File: config.mk
export PLATFORM = sky130hd
export DESIGN_NAME = spectrum_cell_attribute_encoder_top
export DESIGN_NICKNAME = d
export VERILOG_FILES = /design/src/rtl/core/scae_pkg.sv /design/src/rtl/core/scae_front.sv /design/src/rtl/core/scae_queue.sv /design/src/rtl/core/scae_back.sv /design/src/rtl/core/spectrum_cell_attribute_encoder_top.sv
export SDC_FILE = /design/constraint.sdc
export NUM_CORES = 1
export LEC_CHECK = 0
export BUFFER_PORTS_ARGS = -buffer_cell sky130_fd_sc_hd__buf_2
export CELL_PAD_IN_SITES_DETAIL_PLACEMENT = 1
export CELL_PAD_IN_SITES_GLOBAL_PLACEMENT = 2
export CORE_MARGIN = 1.5
export CORE_UTILIZATION = 43
export DETAILED_ROUTE_END_ITERATION = 10
export MAX_ROUTING_LAYER = met4
export PLACE_DENSITY_LB_ADDON = 0.1
export SLEW_MARGIN = 20
export SYNTH_ARGS = -nofsm -noshare
export SYNTH_HDL_FRONTEND = slang
export SYNTH_SLANG_ARGS = --single-unit
File: constraint.sdc
create_clock -name clk -period 8.7 [get_ports clk]
set_clock_uncertainty 0.1 [all_clocks]
set_input_delay 1.74 -clock clk [delete_from_list [all_inputs] [get_ports clk]]
set_output_delay 1.74 -clock clk [all_outputs]
set_load 0.01 [all_outputs]
File: src/rtl/core/scae_pkg.sv
package scae_pkg;

  localparam int unsigned QUEUE_DEPTH_DEF = 2;
  localparam int unsigned CELL_ROWS       = 8;

  localparam logic [1:0] KIND_BITMAP = 2'd0;
  localparam logic [1:0] KIND_ATTR   = 2'd1;
  localparam logic [1:0] KIND_BAD    = 2'd2;
  localparam logic [1:0] KIND_THIRD  = 2'd3;

  localparam logic [7:0] CHAN_HALF = 8'd192;
  localparam logic [7:0] CHAN_FULL = 8'd255;
  localparam logic [5:0] PIX_LAST  = 6'd63;
  localparam logic [7:0] ATTR_BLACK = 8'd7;

  typedef struct packed {
    logic [7:0] red;
    logic [7:0] green;
    logic [7:0] blue;
    logic [9:0] cell_index;
    logic [5:0] pixel_index;
  } in_item_t;

  typedef struct packed {
    logic [1:0]  kind;
    logic [12:0] address;
    logic [7:0]  data;
    logic [7:0]  pixel_x;
    logic [7:0]  pixel_y;
    logic        last;
  } out_item_t;

  // one finished cell or one error, front to back
  typedef struct packed {
    logic [1:0]  kind;
    logic [63:0] bitmap;
    logic [7:0]  attr;
    logic [9:0]  cell_idx;
    logic [7:0]  pixel_x;
    logic [7:0]  pixel_y;
  } job_t;

endpackage

File: src/rtl/core/scae_front.sv
module scae_front
  import scae_pkg::*;
(
  input  logic     clk,
  input  logic     rst_n,
  input  logic     accept,
  input  in_item_t in_item,
  output logic     job_valid,
  output job_t     job
);

  logic [3:0]  paper_r, paper_nxt;
  logic [3:0]  ink_r, ink_nxt;
  logic [63:0] bm_r, bm_nxt;
  logic        halted_r, halted_nxt;

  logic        r_ok, g_ok, b_ok, any_half, any_full, bad;
  logic [3:0]  c, p_e, i_e;
  logic [63:0] bm_e, bm_out;
  logic [7:0]  attr;
  logic        third_err;
  logic [1:0]  third;
  logic [7:0]  j;

  always_comb begin
    r_ok = (in_item.red == '0) || (in_item.red == CHAN_HALF) || (in_item.red == CHAN_FULL);
    g_ok = (in_item.green == '0) || (in_item.green == CHAN_HALF) ||
           (in_item.green == CHAN_FULL);
    b_ok = (in_item.blue == '0) || (in_item.blue == CHAN_HALF) ||
           (in_item.blue == CHAN_FULL);
    any_half = (in_item.red == CHAN_HALF) || (in_item.green == CHAN_HALF) ||
               (in_item.blue == CHAN_HALF);
    any_full = (in_item.red == CHAN_FULL) || (in_item.green == CHAN_FULL) ||
               (in_item.blue == CHAN_FULL);
    bad = !(r_ok && g_ok && b_ok) || (any_half && any_full);

    c = {any_full, in_item.green[7], in_item.red[7], in_item.blue[7]};

    third = in_item.cell_index[9:8];
    j     = in_item.cell_index[7:0];

    if (in_item.pixel_index == '0) begin
      p_e  = c;
      i_e  = c;
      bm_e = '0;
    end else begin
      p_e  = paper_r;
      i_e  = ink_r;
      bm_e = bm_r;
    end

    third_err = (c != i_e) && (c != p_e) && (i_e != p_e);
    if ((c != i_e) && (c != p_e)) begin
      i_e = c;
    end
    bm_e = {bm_e[62:0], c != p_e};

    if (p_e == i_e) begin
      if (i_e != '0) begin
        bm_out = '1;
        attr   = {1'b0, i_e[3], 3'b000, i_e[2:0]};
      end else begin
        bm_out = '0;
        attr   = ATTR_BLACK;
      end
    end else if (p_e < i_e) begin
      bm_out = bm_e;
      attr   = {1'b0, p_e[3] | i_e[3], p_e[2:0], i_e[2:0]};
    end else begin
      bm_out = ~bm_e;
      attr   = {1'b0, p_e[3] | i_e[3], i_e[2:0], p_e[2:0]};
    end

    job.kind     = bad ? KIND_BAD : (third_err ? KIND_THIRD : KIND_BITMAP);
    job.bitmap   = bm_out;
    job.attr     = attr;
    job.cell_idx = in_item.cell_index;
    job.pixel_x  = {j[4:0], in_item.pixel_index[2:0]};
    job.pixel_y  = {third, j[7:5], in_item.pixel_index[5:3]};

    job_valid  = 1'b0;
    paper_nxt  = paper_r;
    ink_nxt    = ink_r;
    bm_nxt     = bm_r;
    halted_nxt = halted_r;
    if (accept && !halted_r) begin
      if (bad || third_err) begin
        job_valid  = 1'b1;
        halted_nxt = 1'b1;
      end else begin
        paper_nxt = p_e;
        ink_nxt   = i_e;
        bm_nxt    = bm_e;
        job_valid = (in_item.pixel_index == PIX_LAST);
      end
    end
  end

  always_ff @(posedge clk) begin
    if (!rst_n) begin
      paper_r  <= '0;
      ink_r    <= '0;
      bm_r     <= '0;
      halted_r <= 1'b0;
    end else begin
      paper_r  <= paper_nxt;
      ink_r    <= ink_nxt;
      bm_r     <= bm_nxt;
      halted_r <= halted_nxt;
    end
  end

endmodule

File: src/rtl/core/scae_queue.sv
module scae_queue
  import scae_pkg::*;
#(
  parameter int unsigned DEPTH = QUEUE_DEPTH_DEF
) (
  input  logic clk,
  input  logic rst_n,
  input  logic push,
  input  job_t push_job,
  output logic full,
  input  logic pop,
  output logic valid,
  output job_t head
);

  localparam int unsigned PW = (DEPTH > 1) ? $clog2(DEPTH) : 1;
  localparam int unsigned CW = $clog2(DEPTH + 1);

  job_t            mem [DEPTH];
  logic [PW-1:0]   wr_r, wr_nxt, rd_r, rd_nxt;
  logic [CW-1:0]   cnt_r, cnt_nxt;

  always_comb begin
    full  = (cnt_r == CW'(DEPTH));
    valid = (cnt_r != '0);
    head  = mem[rd_r];
    wr_nxt = wr_r;
    rd_nxt = rd_r;
    if (push) begin
      wr_nxt = (wr_r == PW'(DEPTH - 1)) ? '0 : wr_r + 1'b1;
    end
    if (pop) begin
      rd_nxt = (rd_r == PW'(DEPTH - 1)) ? '0 : rd_r + 1'b1;
    end
    cnt_nxt = cnt_r + CW'(push) - CW'(pop);
  end

  always_ff @(posedge clk) begin
    if (push) begin
      mem[wr_r] <= push_job;
    end
  end

  always_ff @(posedge clk) begin
    if (!rst_n) begin
      wr_r  <= '0;
      rd_r  <= '0;
      cnt_r <= '0;
    end else begin
      wr_r  <= wr_nxt;
      rd_r  <= rd_nxt;
      cnt_r <= cnt_nxt;
    end
  end

`ifndef SYNTH
  a_no_overflow: assert property (@(posedge clk) disable iff (!rst_n)
    !(push && full && !pop)) else $error("push into full queue");
  a_no_underflow: assert property (@(posedge clk) disable iff (!rst_n)
    !(pop && !valid)) else $error("pop from empty queue");
  a_cnt_bound: assert property (@(posedge clk) disable iff (!rst_n)
    cnt_r <= CW'(DEPTH)) else $error("queue count out of range");
`endif

endmodule

File: src/rtl/core/scae_back.sv
module scae_back
  import scae_pkg::*;
(
  input  logic      clk,
  input  logic      rst_n,
  input  logic      cfg_we,
  input  logic [1:0] cfg_wdata,
  input  logic      q_valid,
  input  job_t      q_head,
  output logic      q_pop,
  output logic      out_empty,
  input  logic      out_pop,
  output out_item_t out_item
);

  logic [1:0] thirds_r, thirds_nxt;
  logic [3:0] k_r, k_nxt;
  logic       ov_r, ov_nxt;
  out_item_t  out_r, out_nxt;
  logic       adv;
  logic [7:0] j;
  logic [1:0] third;

  always_comb begin
    out_empty = !ov_r;
    out_item  = out_r;
    thirds_nxt = cfg_we ? cfg_wdata : thirds_r;

    j     = q_head.cell_idx[7:0];
    third = q_head.cell_idx[9:8];
    adv   = q_valid && (!ov_r || out_pop);

    k_nxt   = k_r;
    q_pop   = 1'b0;
    out_nxt = out_r;
    ov_nxt  = ov_r && !out_pop;

    if (adv) begin
      ov_nxt = 1'b1;
      if (q_head.kind != KIND_BITMAP) begin
        out_nxt.kind    = q_head.kind;
        out_nxt.address = '0;
        out_nxt.data    = '0;
        out_nxt.pixel_x = q_head.pixel_x;
        out_nxt.pixel_y = q_head.pixel_y;
        out_nxt.last    = 1'b1;
        q_pop           = 1'b1;
      end else if (k_r < 4'(CELL_ROWS)) begin
        out_nxt.kind    = KIND_BITMAP;
        out_nxt.address = {third, k_r[2:0], j};
        out_nxt.data    = q_head.bitmap[(3'(CELL_ROWS - 1) - k_r[2:0]) * 8 +: 8];
        out_nxt.pixel_x = '0;
        out_nxt.pixel_y = '0;
        out_nxt.last    = 1'b0;
        k_nxt           = k_r + 1'b1;
      end else begin
        out_nxt.kind    = KIND_ATTR;
        out_nxt.address = {thirds_r, 11'b0} + {3'b000, third, j};
        out_nxt.data    = q_head.attr;
        out_nxt.pixel_x = '0;
        out_nxt.pixel_y = '0;
        out_nxt.last    = 1'b1;
        k_nxt           = '0;
        q_pop           = 1'b1;
      end
    end
  end

  always_ff @(posedge clk) begin
    out_r <= out_nxt;
  end

  always_ff @(posedge clk) begin
    if (!rst_n) begin
      thirds_r <= 2'd3;
      k_r      <= '0;
      ov_r     <= 1'b0;
    end else begin
      thirds_r <= thirds_nxt;
      k_r      <= k_nxt;
      ov_r     <= ov_nxt;
    end
  end

`ifndef SYNTH
  a_k_range: assert property (@(posedge clk) disable iff (!rst_n)
    k_r <= 4'(CELL_ROWS)) else $error("row counter out of range");
  a_mid_cell_job: assert property (@(posedge clk) disable iff (!rst_n)
    (k_r != '0) |-> (q_valid && q_head.kind == KIND_BITMAP))
    else $error("cell job lost mid-sequence");
  a_pop_ends_job: assert property (@(posedge clk) disable iff (!rst_n)
    q_pop |=> (k_r == '0 && out_r.last)) else $error("job popped before last item");
`endif

endmodule

File: src/rtl/core/spectrum_cell_attribute_encoder_top.sv
// Throughput: one pixel item per cycle while in_full is low; a cell end yields nine items,
// one per cycle while out_pop takes them. A cell or error result passes through the job
// queue and then the output register before it shows on the out_ ports.
// in_full rises only while all queue entries hold jobs; a cell job is popped with its last item.
// Reset: synchronous active-low rst_n clears colours, bitmap, halt flag and row counter,
// empties queue and output; thirds returns to 3. An error halts the block until reset.
module spectrum_cell_attribute_encoder_top
  import scae_pkg::*;
#(
  parameter int unsigned QUEUE_DEPTH = QUEUE_DEPTH_DEF
) (
  input  logic       clk,
  input  logic       rst_n,
  input  logic       in_push,
  output logic       in_full,
  input  in_item_t   in_item,
  output logic       out_empty,
  input  logic       out_pop,
  output out_item_t  out_item,
  input  logic       cfg_we,
  input  logic [1:0] cfg_wdata
);

  logic accept;
  logic job_valid;
  job_t job;
  logic q_valid, q_pop;
  job_t q_head;

  assign accept = in_push && !in_full;

  scae_front u_front (
    .clk       (clk),
    .rst_n     (rst_n),
    .accept    (accept),
    .in_item   (in_item),
    .job_valid (job_valid),
    .job       (job)
  );

  scae_queue #(
    .DEPTH (QUEUE_DEPTH)
  ) u_queue (
    .clk      (clk),
    .rst_n    (rst_n),
    .push     (job_valid),
    .push_job (job),
    .full     (in_full),
    .pop      (q_pop),
    .valid    (q_valid),
    .head     (q_head)
  );

  scae_back u_back (
    .clk       (clk),
    .rst_n     (rst_n),
    .cfg_we    (cfg_we),
    .cfg_wdata (cfg_wdata),
    .q_valid   (q_valid),
    .q_head    (q_head),
    .q_pop     (q_pop),
    .out_empty (out_empty),
    .out_pop   (out_pop),
    .out_item  (out_item)
  );

endmodule

==> impl_results.md <==
* Status: completed
* Async S/R FF share, synth at 0
* Seq. cell area at 0.00823 mm²
* RSZ-0062 raised after global routing: false
* Fillers at 3140
* H-tree depth at 2
* Post-route ant nets at 0
* CTS Buffer Depth at 3
* First-pass GRT wire length at 51.0 mm
* Leakage at 0.00515 µW
* Share of cells above drive strength 1 at 0.255
* Via count at 8376
* Final core utilization at 0.496
* Area of the multi-input gates at 0.00491 mm²
* Main synth FF type: edfxtp_1
* DIE AREA at 0.0326 mm²
* Worst relative slew slack at 0.274
* Vias in the first global route at 8905
* Setup crit end kind: flip-flop
* Clk slew on worst S/H paths at 50 ps
* Wire per inst at 21.4 µm
* Crit path DAT at 5830 ps
* Area Growth Syn to Fin at 12.6%
* Synth Net Count at 1076
* Total Wirelength at 32.1 mm
* Final setup viols at 0
* CP max stage delay at 650 ps
* Fmax at 174 MHz
* Crit path max-delay family: buffers and inverters
* Slowest cell on the critical path: buf_4
* DP Cell Count at 1436
* Fin cells at 1498
* Crit path max fanout at 35
* Inserted Diodes at 0
* Initial Utilization at 0.440
* Worst R2R Path Depth at 15
* YS warnings at 0
* Worst Min Path Start: u_front.halted_r
* Max_cap viols at 0
* # clock sinks at 302
* Global-route usage over all layers at 0.207
* Reg2reg start: u_front.paper_r[2]
* Yosys cell types at 56
* Drc violations at 0
* Crit Path Category: in -> reg
* Rows at 64
* Mean Syn Cell Area at 13.3 µm²
* Final period util at 0.659
* Worst VDD drop at 0.000123 V
* Slack of the worst reg-to-reg path at 4060 ps
* Die H at 181 µm
* Post-Syn Instances at 1021
* Synth Register Bits at 302
* Seq/Total Area, Yosys at 0.606
* I/O pin cnt at 89
* Worst skew pair latency at 510 ps
* Hold Fails Final Rpt at 0
* DR pass1 iterations at 5
* Synth Cell Area at 0.0136 mm²
* CTS buffer count at 35
* Critical path launch point type: input pin
* Crit path depth at 16
* Fin. max-slew vios at 0
* Initial DRC Count at 476
* Post_cts resized at 0
* Via density at 5.59
* Worst Max-Slew Pin Slew at 1090 ps
* PD cells at 263 mW/mm²
* Min Tclk post-route at 5740 ps
* Placeable core area at 0.0308 mm²
* Port bufs at 88
* Worst Hold Class: reg -> reg
* Post-CTS Setup Inserts at 0
* Critical R2R Capture: u_queue.mem[0][54]
* Post-synth EDFFs at 218
* Buf+Inv Stages, Crit Path at 3
* Gpl congestion at 0.774
* Worst EP required at 8790 ps
* Root Buffer: clkbuf_16
* Largest net degree at the start of global routing at 75
* Initial antenna violation count at 0
* Dpl hpwl at 19.3 mm
* Total grt overflow at 0
* Die width at 181 µm
* Setup TNS at 0 ps
* Hold buffers post-CTS at 0
* Final nets at 1132
* Crit path cell chain: buf_2, and2_1, and4_1, nor3_4, mux2i_1, nand2_1, mux2i_1, ha_1, nor2b_1, o21ai_0, nand2b_1, a21oi_4, buf_4, buf_4, xnor2_1, o21ai_0
* Hold path depth at 2
* Worst hold path endpoint: u_front.halted_r
* CTS tree: done
==> cells by family (layout without fill, tap and decap cells) <==
kind of cell,Yosys count,after routing,share of synthesized area
muxes,73,73,0.0907
buffers and inverters,95,176,0.0359
adders and majority gates,8,8,0.00737
xor gates and xnor gates,77,77,0.0497
AOI/OAI and AO/OA,185,185,0.114
DFF,302,302,0.606
and+or+nand+nor,281,281,0.0961
==> where the power goes <==
part	internal [µW]	switching [µW]	total (µW)
sequential	1800	72.9	1870
combinational	309	458	767
clock	811	567	1380
==> worst reg2reg max path, delay by kind of cell, from the launching register on <==
kind | cells | cell delay (ps)
AND/OR/NAND/NOR | 4 | 820
buffers and inverters | 2 | 1140
flip-flops | 1 | 360
XOR/XNOR | 2 | 400
AO/OA/AOI/OAI | 4 | 570
multiplexers | 2 | 660
adder cells (fa/ha/maj) | 1 | 310
==> cell type report <==
class,instances,share of cell area
Sequential cell,302,0.538
Multi-Input combinational cell,624,0.321
Clock buffer,47,0.0635
Timing Repair Buffer,101,0.0352
Tap cell,396,0.0324
Clock inverter,15,0.00630
Inverter,13,0.00335
==> worst max-delay path by stage <==
stage                      startpoint                 end
final                     in_item[31]  u_queue.mem[0][54]
after CTS                 in_item[23]  u_queue.mem[0][54]
after detailed placement  in_item[31]  u_queue.mem[1][64]
after floorplan           in_item[31]   u_queue.mem[0][0]
after global placement    in_item[39]  u_queue.mem[0][96]
after global routing      in_item[31]  u_queue.mem[1][47]
==> metal layers <==
layer	part of all wire	track usage
met1	0.47	0.278
met3	0.036	0.0267
met5	0	-
met4	0.013	0.0427
met2	0.48	0.338
==> placed cells by master (no fill, tap or decap), types with 5 or more instances in the layout <==
master     instances
xor2_1             7
mux4_2            40
and2_1             5
o31ai_1            6
edfxtp_1         218
nand3_1           72
clkinv_1           6
dfxtp_1           83
nand2_1           88
buf_4             13
o21ai_1           18
and4_1             5
inv_1             11
clkbuf_8           5
buf_2             88
nor2_1            75
clkbuf_1           7
ha_1               8
o21ai_2           12
o31ai_2           58
o21ai_0           38
mux2i_1           33
clkinv_2           7
clkbuf_16         35
xnor2_1           70
nand4_1            6
a211oi_1          16
a21oi_1           15
nor3_1             7
==> state kept, by name, summed over array words and instances (netlist names), named ones only <==
register	cells
u_queue.mem	178
u_front.bm_r	63
u_back.out_item	40
u_back.k_r	4
u_front.ink_r	4
u_front.paper_r	4
u_back.thirds_r	2
u_queue.cnt_r	2
u_back.ov_r	1
u_front.halted_r	1
u_queue.rd_r	1
u_queue.wr_r	1
==> synth_stat cells (all sizes together) (33+ instances only) <==
cell type  instances  area [µm²]
buf               42         288
clkbuf            40         150
dfxtp             84        1680
edfxtp           218        6550
mux2i             33         330
mux4              40         901
nand2             88         330
nand3             73         365
nor2              75         282
o21ai             68         385
o31ai             64         771
xnor2             70         613
==> through the flow <==
stage | hold WS [ps] | worst slack, ps | total power, µW | area [µm²]
detailed placement | 344 | 2470 | 2690 | 14200
global placement | 331 | 2570 | 2660 | 14200
global route | 398 | 2670 | 4190 | 15300
floorplan | 317 | 939 | 2420 | 13600
CTS | 363 | 2990 | 4070 | 15300
finish | 361 | 2960 | 4020 | 15300
No activity file was read; power rests on OpenSTA's default activity.
